**config.mk**
```make
export PLATFORM = sky130hd
export DESIGN_NAME = re_fifo
export DESIGN_NICKNAME = d
export VERILOG_FILES = /design/src/re_fifo.sv
export VERILOG_INCLUDE_DIRS = /design/src /design/src/src
export SDC_FILE = /design/constraint.sdc
export NUM_CORES = 1
export LEC_CHECK = 0
export BUFFER_PORTS_ARGS = -buffer_cell sky130_fd_sc_hd__buf_2
export CAP_MARGIN = 20
export CORE_MARGIN = 3
export CORE_UTILIZATION = 24
export DETAILED_ROUTE_END_ITERATION = 8
export SYNTH_ARGS = -nofsm -noshare
export SYNTH_HDL_FRONTEND = slang
export SYNTH_SLANG_ARGS = --single-unit
```
**constraint.sdc**
```tcl
create_clock -name i_clk -period 2.8 [get_ports i_clk]
set_clock_uncertainty 0.05 [all_clocks]
set_input_delay 0.28 -clock i_clk [delete_from_list [all_inputs] [get_ports i_clk]]
set_output_delay 0.28 -clock i_clk [all_outputs]
set_load 0.01 [all_outputs]
```
**src/assert_macros.svh**
```systemverilog
// ----------------------------------------------------------------------------
// Assertion macros
// Shared concurrent assertion wrappers; define NO_ASSERTIONS to drop them.
// ----------------------------------------------------------------------------
`ifndef ASSERT_MACROS_SVH
`define ASSERT_MACROS_SVH

`ifndef NO_ASSERTIONS

// Checked at every rising clock edge outside reset
`define ASSERT_CLK(lbl, clk, rst_n, prop, msg) \
    lbl: assert property (@(posedge clk) disable iff (!rst_n) prop) else $error(msg);

// Checked at every rising clock edge, reset included
`define ASSERT_ALWAYS(lbl, clk, prop, msg) \
    lbl: assert property (@(posedge clk) prop) else $error(msg);

`else

`define ASSERT_CLK(lbl, clk, rst_n, prop, msg)
`define ASSERT_ALWAYS(lbl, clk, prop, msg)

`endif

`endif

```
**src/re_fifo.sv**
```systemverilog
// ----------------------------------------------------------------------------
// Small synchronous queue
// Register-based FIFO with power-of-two depth and combinational read data.
// ----------------------------------------------------------------------------
`include "assert_macros.svh"

module re_fifo #(
    parameter type T     = logic,
    parameter int  DEPTH = 4
) (
    input  logic i_clk,
    input  logic i_rst_n,
    input  logic i_push,
    input  T     i_data,
    output logic o_full,
    input  logic i_pop,
    output T     o_data,
    output logic o_empty
);

    localparam int AW = $clog2(DEPTH);

    T                r_mem [DEPTH];
    logic [AW-1:0]   r_wr;
    logic [AW-1:0]   r_rd;
    logic [AW:0]     r_count;
    logic            w_do_push;
    logic            w_do_pop;

    assign o_full    = (r_count == (AW+1)'(DEPTH));
    assign o_empty   = (r_count == '0);
    assign w_do_push = i_push && !o_full;
    assign w_do_pop  = i_pop && !o_empty;
    assign o_data    = r_mem[r_rd];

    // pointers and fill level
    always_ff @(posedge i_clk) begin
        if (!i_rst_n) begin
            r_wr    <= '0;
            r_rd    <= '0;
            r_count <= '0;
        end else begin
            if (w_do_push) r_wr <= r_wr + 1'b1;
            if (w_do_pop)  r_rd <= r_rd + 1'b1;
            if (w_do_push && !w_do_pop) r_count <= r_count + 1'b1;
            else if (!w_do_push && w_do_pop) r_count <= r_count - 1'b1;
        end
    end

    // storage
    always_ff @(posedge i_clk) begin
        if (w_do_push) r_mem[r_wr] <= i_data;
    end

    `ASSERT_CLK(a_count_range, i_clk, i_rst_n, r_count <= (AW+1)'(DEPTH), "fifo overfilled")
    `ASSERT_CLK(a_push_only, i_clk, i_rst_n, (w_do_push && !w_do_pop) |=> (r_count == $past(r_count) + 1'b1), "fifo count lost a push")
    `ASSERT_CLK(a_ptr_gap, i_clk, i_rst_n, (r_count == (AW+1)'(DEPTH)) || (r_count == '0) || (r_wr != r_rd), "fifo pointers out of step")

endmodule

```
==> results.toml, run 1 <==
[pwr]
intPower_mw = 0.414
combPwrFrac_pct = 34.6
switching_share_pct = 31.7
power.total_mw = 0.606
clkPwrFrac_pct = 18.1
p_switching_mw = 0.192
power_density_nw_per_um2 = 841
leakage_nw = 0.297
seqPwrFrac_pct = 47.4
ir_worst_vdd_v = 0.000387

[routing]
firstDrtPassIters = 2
vias_per_cell = 4.14
wire_per_inst_um = 8.82
drtIter0Drc = 4
drtAntennaViolNets = 0
vias = 377
drc = 0
wl_um = 803

[setup_path]
crit_fanout = 7
critPathCaptureType = "flop"
arrival_ns = 2.33
reg2reg_depth = 9
r2r_start = "r_count[0]"
slowest_delay_ns = 0.48
reg2reg_setup_slack_ns = 0.63
cp-start-kind = "flop"
cp.required_ns = 2.96
slowest_stage = "dfxtp_1"
worst-setup-path-type = "reg -> reg"
worst_r2r_endpoint = "r_count[2]"
cpLargestDelayFamily = "adder cells"
path_buf_inv = 2
crit_chain = "nor3b_2 -> nor2b_1 -> buf_4 -> ha_1 -> inv_1 -> fa_1 -> xor2_1 -> or3_1 -> a21boi_1"

[cells_and_area]
num_antenna_cells = 0
nNetsFinal = 75
final_cell_mix = "dfxtp_1, and2_1, buf_2, ha_1"
areaGrowthSynthToFinish_pct = 14.1
fin_cells = 91
fill_cells = 239
drive_above_1_share_pct = 22.2
final_common_cell = "dfxtp_1"

[global_route]
grt_max_degree = 11
grt-ovfl-total = 0
antenna_found_initial = 0
grt_pass1_wl_um = 1410
grt_pass1_vias = 357
grt_use_total_pct = 5.64

[timing]
grt_setup_unrepaired = "no"
timing.fmax_mhz = 460
final.min_clock_period_ns = 2.17
setup_slack_ns = 0.628
hold_violations = 0
tightest_slew_ns = 0.309
holdWs_ns = 0.183
slew_viol_final = 0
tns_ns = 0
min_period_over_period_pct = 77.6
max_slew_margin_pct = 79.1
setup_viol = 0

[min_path]
holdPathStages = 1
holdPathEnd = "r_mem[0]"
min_from = "i_data"
hold_path.class = "in -> reg"

[die]
start_util_pct = 26.8
coreArea_um2 = 2360
pin_count = 8
rows = 17
dieWidth_um = 57.3
die_y_um = 57.3
die_area_um2 = 3280

[synthesis]
synth_area_per_cell_um2 = 11.9
synth_area_leaders = "dfxtp_1, edfxtp_1, ha_1"
synth_cells = 53
yosys_warnings = 0
synth_area_um2 = 632
yosysTopAreaCell = "dfxtp_1"
ys_seq_area_share_pct = 47.5
ys_types = 21
ys_ff_latch = 13
synth_fp_nets = 64
yosysTopAreaCellShare_pct = 28.5

[clock_network]
hold_buffers = 0
clk_latency_ns = 0.27
clock_sinks = 13
h-tree-depth = 1
cts_root_buffer = "clkbuf_4"
cts_setup_buffers = 0
cts_buffer_depth = 2
path_clk_slew_ns = 0.07
numCtsBuffers = 3
cts_resized = 0
cts_tree = "done"

[flow_run]
drv_cap = 0

[placed_design]
dpl.hpwl_um = 648
numPortBuffers = 7
dp.cells = 87
place_ws_ns = 0.619
place.gp.congestion = 0.595

[run_status]
status = "finished clean"
-- synth_stat cells --
library cell and n:
o31ai_2 1, o311ai_1 1, mux2i_1 3, nor3_1 1, o21ai_0 1, mux4_2 1, edfxtp_1 4, nor3b_2 1
xnor2_1 3, inv_1 3, fa_1 1, ha_1 5, nand2_1 4, clkbuf_1 1, dfxtp_1 9, buf_6 1
nor2b_1 2, a21boi_1 1, xor2_1 1, or3_1 1, and2_1 8
-- through the flow --
stage          utilization [%]  cell area, µm²
4_1_cts                   30.5             721
6_report                  30.5             721
3_3_place_gp              29.4             694
5_1_grt                   30.5             721
3_5_place_dp              29.4             694
2_1_floorplan                -             632
-- worst max path at each step --
stage / to / slack [ns] / depth (start not counted) / startpoint
after global placement: r_count[2] / 0.64 / 9 / r_count[0]
after CTS: r_count[2] / 0.60 / 9 / r_count[0]
final: r_count[2] / 0.63 / 9 / r_count[0]
after detailed placement: r_count[2] / 0.62 / 9 / r_count[0]
after global routing: r_count[2] / 0.44 / 9 / r_count[0]
after floorplan: r_count[2] / 0.70 / 9 / r_count[0]
-- cell type report --
cell class                 instances  area [µm²]  area share [%]
clock buffer                       4        26.3            3.65
inverter                           3        11.3            1.56
multi-input combinational         35         305            42.4
sequential                        13         300            41.7
tap                               28        35.0            4.86
timing repair buffer               8        42.5            5.90
-- power groups by stage --
stage | clock network (mW) | registers [mW] | logic (mW)
final | 0.109 | 0.287 | 0.210
after global routing | 0.125 | 0.297 | 0.236
after CTS | 0.117 | 0.289 | 0.214
after detailed placement | 0 | 0.294 | 0.212
after global placement | 0 | 0.292 | 0.212
after floorplan | 0 | 0.283 | 0.171
-- kinds of logic after synthesis --
group                      Yosys count  share of synthesized area (%)
DFF                                 13                           47.5
buffers and inverters                5                           4.16
muxes                                4                           8.32
AOI/OAI and AO/OA                    4                           5.35
xor gates and xnor gates             4                           5.55
adders and majority gates            6                           13.1
and+or+nand+nor                     17                           16.0
-- routing by layer --
| metal | wire length, µm | global-route usage [%] | vias up |
|---|---|---|---|
| li1 | - | - | 200 |
| met1 | 401 | 6.74 | 168 |
| met2 | 355 | 8.32 | 7 |
| met5 | 0 | 0 | - |
| met3 | 30 | 2.71 | 2 |
| met4 | 15 | 2.98 | 0 |
(Power assumes the default switching activity.)
==> inputs of run 2 (changes only) <==
==> constraint.sdc (replaced) <==
create_clock -name i_clk -period 1.79 [get_ports i_clk]
set_clock_uncertainty 0.05 [all_clocks]
set_input_delay 0.179 -clock i_clk [delete_from_list [all_inputs] [get_ports i_clk]]
set_output_delay 0.179 -clock i_clk [all_outputs]
set_load 0.01 [all_outputs]
==> run 2 against run 1 <==
  * The run now ends with negative setup slack left
  * Wire length increased by 21%
  * Via count up 6.6%
  * Clock power up 63%
  * Cell count up 6.6%
  * Utilization up 3.8 points
  * Sequential power rose by 56%
  * Non-clock buffer count rose by 6
  * Sequential cell count unchanged
  * Power up 79%
  * Critical endpoint unchanged
  * Largest power group is now combinational logic
==> results.toml, run 2 (synthesis gave the netlist of run 1 again) <==
[run_status]
status = "finished, violations left"
violations = "negative setup slack"

[cells_and_area]
drive_above_1_share_pct = 40.6
num_antenna_cells = 0
nNetsFinal = 81
areaGrowthSynthToFinish_pct = 28.1
fin_util_pct = 34.3
final_cell_area_um2 = 810
fin_cells = 97
final_cell_mix = "and2_1, buf_2, dfxtp_1, buf_4"
final_common_cell = "and2_1"

[die]
start_util_pct = 26.8
die_y_um = 57.3
dieWidth_um = 57.3
rows = 17
die_area_um2 = 3280
pin_count = 8
coreArea_um2 = 2360

[setup_path]
crit_fanout = 2
worst-setup-path-type = "reg -> reg"
crit_path_start = "r_count[2]"
path_buf_inv = 2
slowest_delay_ns = 0.33
slowest_stage = "dfxtp_2"
cp.required_ns = 1.95
critPathCaptureType = "flop"
cpLargestDelayFamily = "adder cells"
r2r_start = "r_count[2]"
cp-start-kind = "flop"
crit_chain = "buf_6 -> o31ai_4 -> ha_4 -> inv_2 -> fa_2 -> xor2_1 -> or3_1 -> a21boi_2"
arrival_ns = 2.07

[routing]
wl_um = 972
drtAntennaViolNets = 0
firstDrtPassIters = 2
drc = 0
vias_per_cell = 4.14
wire_per_inst_um = 10.0
drtIter0Drc = 5
vias = 402

[timing]
hold_violations = 0
timing.fmax_mhz = 522
tns_ns = -0.126
final.min_clock_period_ns = 1.92
slew_viol_final = 0
setup_viol = 1
min_period_over_period_pct = 107
setup_slack_ns = -0.126
max_slew_margin_pct = 78.3
tightest_slew_ns = 0.321
grt_setup_unrepaired = "yes"

[placed_design]
numPortBuffers = 7
dpl.hpwl_um = 777
dp.cells = 93
place_area_um2 = 773
place.gp.congestion = 0.658

[clock_network]
clk_latency_ns = 0.27
numCtsBuffers = 3
cts_root_buffer = "clkbuf_4"
hold_buffers = 0
cts_tree = "done"
cts_resized = 3
cts_setup_buffers = 0
path_clk_slew_ns = 0.08
cts_buffer_depth = 2
h-tree-depth = 1
clock_sinks = 13

[global_route]
grt_max_degree = 11
grt_use_total_pct = 7.60
antenna_found_initial = 0
grt_pass1_wl_um = 1780
grt-ovfl-total = 0
grt_pass1_vias = 417

[pwr]
p_switching_mw = 0.350
switching_share_pct = 32.2
intPower_mw = 0.736
leakage_nw = 0.331
power_density_nw_per_um2 = 1340
combPwrFrac_pct = 42.3
ir_worst_vdd_v = 0.000548
seqPwrFrac_pct = 41.3
clkPwrFrac_pct = 16.4

[min_path]
hold_path.class = "in -> reg"
min_from = "i_data"

[flow_run]
drv_cap = 0
==> run 2: cell count changes in the layout (fill, tap and decap cells not counted), sizes merged <==
cell  change
buf       +6
==> run 2: cell type report <==
| type | count | area (µm²) |
|---|---|---|
| inverters | 3 | 11.3 |
| repair buffers | 14 | 91.3 |
| clock buffers | 4 | 26.3 |
| well taps | 28 | 35.0 |
| multi-input cells | 35 | 342 |
| fillers | 235 | 1550 |
| flip-flops and latches | 13 | 304 |
==> run 2: layer usage <==
metal | global-route usage, % | vias to the layer above | wire [µm]
met2 | 10.4 | 7 | 450
li1 | - | 211 | -
met3 | 5.66 | 2 | 70
met5 | 0 | - | 0
met4 | 2.98 | 0 | 10
met1 | 8.97 | 182 | 440
==> run 2: path summary, 6_finish.rpt <==
check,depth (start not counted),slack (ns),end
setup reg to reg,8,-0.13,r_count[2]
hold reg to reg,2,0.45,r_wr[0]
setup / recovery,8,-0.13,r_count[2]
hold / removal,1,0.07,r_mem[0]
==> run 2: power groups by stage <==
stage	sequential [mW]	clock [mW]	combinational, mW
after global routing	0.462	0.198	0.520
after detailed placement	0.455	0	0.453
final	0.449	0.178	0.460
after floorplan	0.462	0	0.299
after global placement	0.454	0	0.450
after CTS	0.451	0.183	0.462
==> run 2: metrics by stage <==
stage                     total power [mW]  worst slack, ns  hold slack [ns]
after floorplan                      0.761           -0.153            0.228
after global placement               0.904           -0.125            0.356
after detailed placement             0.908           -0.187            0.362
after CTS                             1.10           -0.153           0.0746
after global routing                  1.18           -0.227           0.0615
final                                 1.09           -0.126           0.0749
==> inputs of run 3 (changes only) <==
--- a/config.mk
+++ b/config.mk
@@ -10,6 +10,7 @@
 export CAP_MARGIN = 20
 export CORE_MARGIN = 3
 export CORE_UTILIZATION = 24
+export CTS_BUF_LIST = sky130_fd_sc_hd__clkbuf_8
 export DETAILED_ROUTE_END_ITERATION = 8
 export SYNTH_ARGS = -nofsm -noshare
 export SYNTH_HDL_FRONTEND = slang
==> run 3 against run 2 <==
  * The flow still finishes with violations (negative setup slack)
  * Critical endpoint unchanged
  * Clock power up 40%
  * Die area unchanged
  * Wire length unchanged
  * Sequential power about the same
  * First-iteration DRC count unchanged
  * Critical path depth unchanged
  * Non-clock buffer count unchanged
  * Power up 6.7%
  * Combinational power about the same
  * Cell count unchanged
  * Worst setup slack better by 0.0033 ns
  * Hold slack better by 0.039 ns
==> results.toml, run 3 (synthesis gave the netlist of run 1 again) <==
[routing]
drtAntennaViolNets = 0
vias = 401
firstDrtPassIters = 3
drc = 0
wl_um = 972
vias_per_cell = 4.13
wire_per_inst_um = 10.0
drtIter0Drc = 5

[pwr]
leakage_nw = 0.343
power_density_nw_per_um2 = 1400
ir_worst_vdd_v = 0.000618

[clock_network]
path_clk_slew_ns = 0.05
h-tree-depth = 1
cts_setup_buffers = 0
clk_latency_ns = 0.24
hold_buffers = 0
clock_sinks = 13
numCtsBuffers = 3
cts_root_buffer = "clkbuf_8"
cts_tree = "done"
cts_buffer_depth = 2

[setup_path]
crit_chain = "buf_6 -> o31ai_4 -> ha_4 -> inv_2 -> fa_2 -> xor2_1 -> or3_1 -> a21boi_2"
critPathCaptureType = "flop"
cp.required_ns = 1.91
slowest_delay_ns = 0.32
worst-setup-path-type = "reg -> reg"
cp-start-kind = "flop"
arrival_ns = 2.03
slowest_stage = "dfxtp_2"
crit_fanout = 2

[min_path]
hold_path.class = "in -> reg"

[cells_and_area]
num_antenna_cells = 0
final_cell_area_um2 = 828
drive_above_1_share_pct = 40.6
nNetsFinal = 81
areaGrowthSynthToFinish_pct = 31.1
final_cell_mix = "and2_1, buf_2, dfxtp_1, buf_4"
final_common_cell = "and2_1"

[timing]
tightest_slew_ns = 0.323
timing.fmax_mhz = 523
hold_violations = 0
slew_viol_final = 0
grt_setup_unrepaired = "yes"
setup_viol = 1
final.min_clock_period_ns = 1.91
setup_slack_ns = -0.123
min_period_over_period_pct = 107
max_slew_margin_pct = 78.1

[die]
rows = 17
dieWidth_um = 57.3
die_y_um = 57.3
start_util_pct = 26.8
die_area_um2 = 3280
pin_count = 8
coreArea_um2 = 2360

[global_route]
grt_pass1_vias = 411
grt_max_degree = 11
antenna_found_initial = 0
grt_use_total_pct = 7.65
grt-ovfl-total = 0
grt_pass1_wl_um = 1790

[placed_design]
numPortBuffers = 7
place.gp.congestion = 0.658
place_area_um2 = 773
place_ws_ns = -0.187
dpl.hpwl_um = 777

[run_status]
status = "finished, violations left"
violations = "negative setup slack"

[flow_run]
drv_cap = 0
==> run 3: where the power goes <==
part | internal (mW) | total, mW | switching [mW]
logic | 0.268 | 0.459 | 0.191
registers | 0.383 | 0.450 | 0.0670
clock network | 0.151 | 0.250 | 0.0985
==> run 3: area by class of cell <==
type	instances	area [µm²]
clock inverter	1	3.75
timing repair buffer	14	91.3
tap	28	35.0
clock buffer	3	41.3
multi-input combinational	35	342
inverter	3	11.3
sequential	13	304
fill	233	1530
==> run 3: layer usage <==
layer	up-vias	track usage, %	part of all wire (%)
li1	211	-	-
met1	181	9.10	45
met2	7	10.4	46
met3	2	5.66	7.5
met4	0	2.98	1.0
met5	-	0	0
==> run 3: repair_timing <==
item / in CTS / in global routing
endpoints found under the hold margin: 0 / 0
endpoints found under the setup margin: 1 / 1
gates resized for setup: 3 / 1
==> run 3: path summary, 6_finish.rpt <==
path / from / to / slack (ns) / cells past startpoint
hold / removal: i_data / r_mem[1] / 0.11 / 1
setup reg to reg: r_count[2] / r_count[2] / -0.12 / 8
hold reg to reg: r_wr[0] / r_wr[0] / 0.45 / 2
setup / recovery: r_count[2] / r_count[2] / -0.12 / 8
==> run 3: through the flow <==
step | power, mW | hold slack [ns] | TNS (ns) | util (%) | instances
2_1_floorplan | 0.761 | 0.228 | -0.153 | - | 53
3_3_place_gp | 0.904 | 0.356 | -0.125 | 32.8 | 93
3_5_place_dp | 0.908 | 0.362 | -0.187 | 32.8 | 93
4_1_cts | 1.17 | 0.113 | -0.148 | 34.9 | 97
5_1_grt | 1.26 | 0.107 | -0.222 | 35.1 | 97
6_report | 1.16 | 0.114 | -0.123 | 35.1 | 97
==> run 3: critical path: cells and delay by family (launching register included) <==
kind                     cells  cell delay [ns]
XOR/XNOR                     1             0.17
adder cells (fa/ha/maj)      2             0.50
AND/OR/NAND/NOR              1             0.32
buffers and inverters        2             0.14
AO/OA/AOI/OAI                2             0.34
flip-flops                   1             0.32
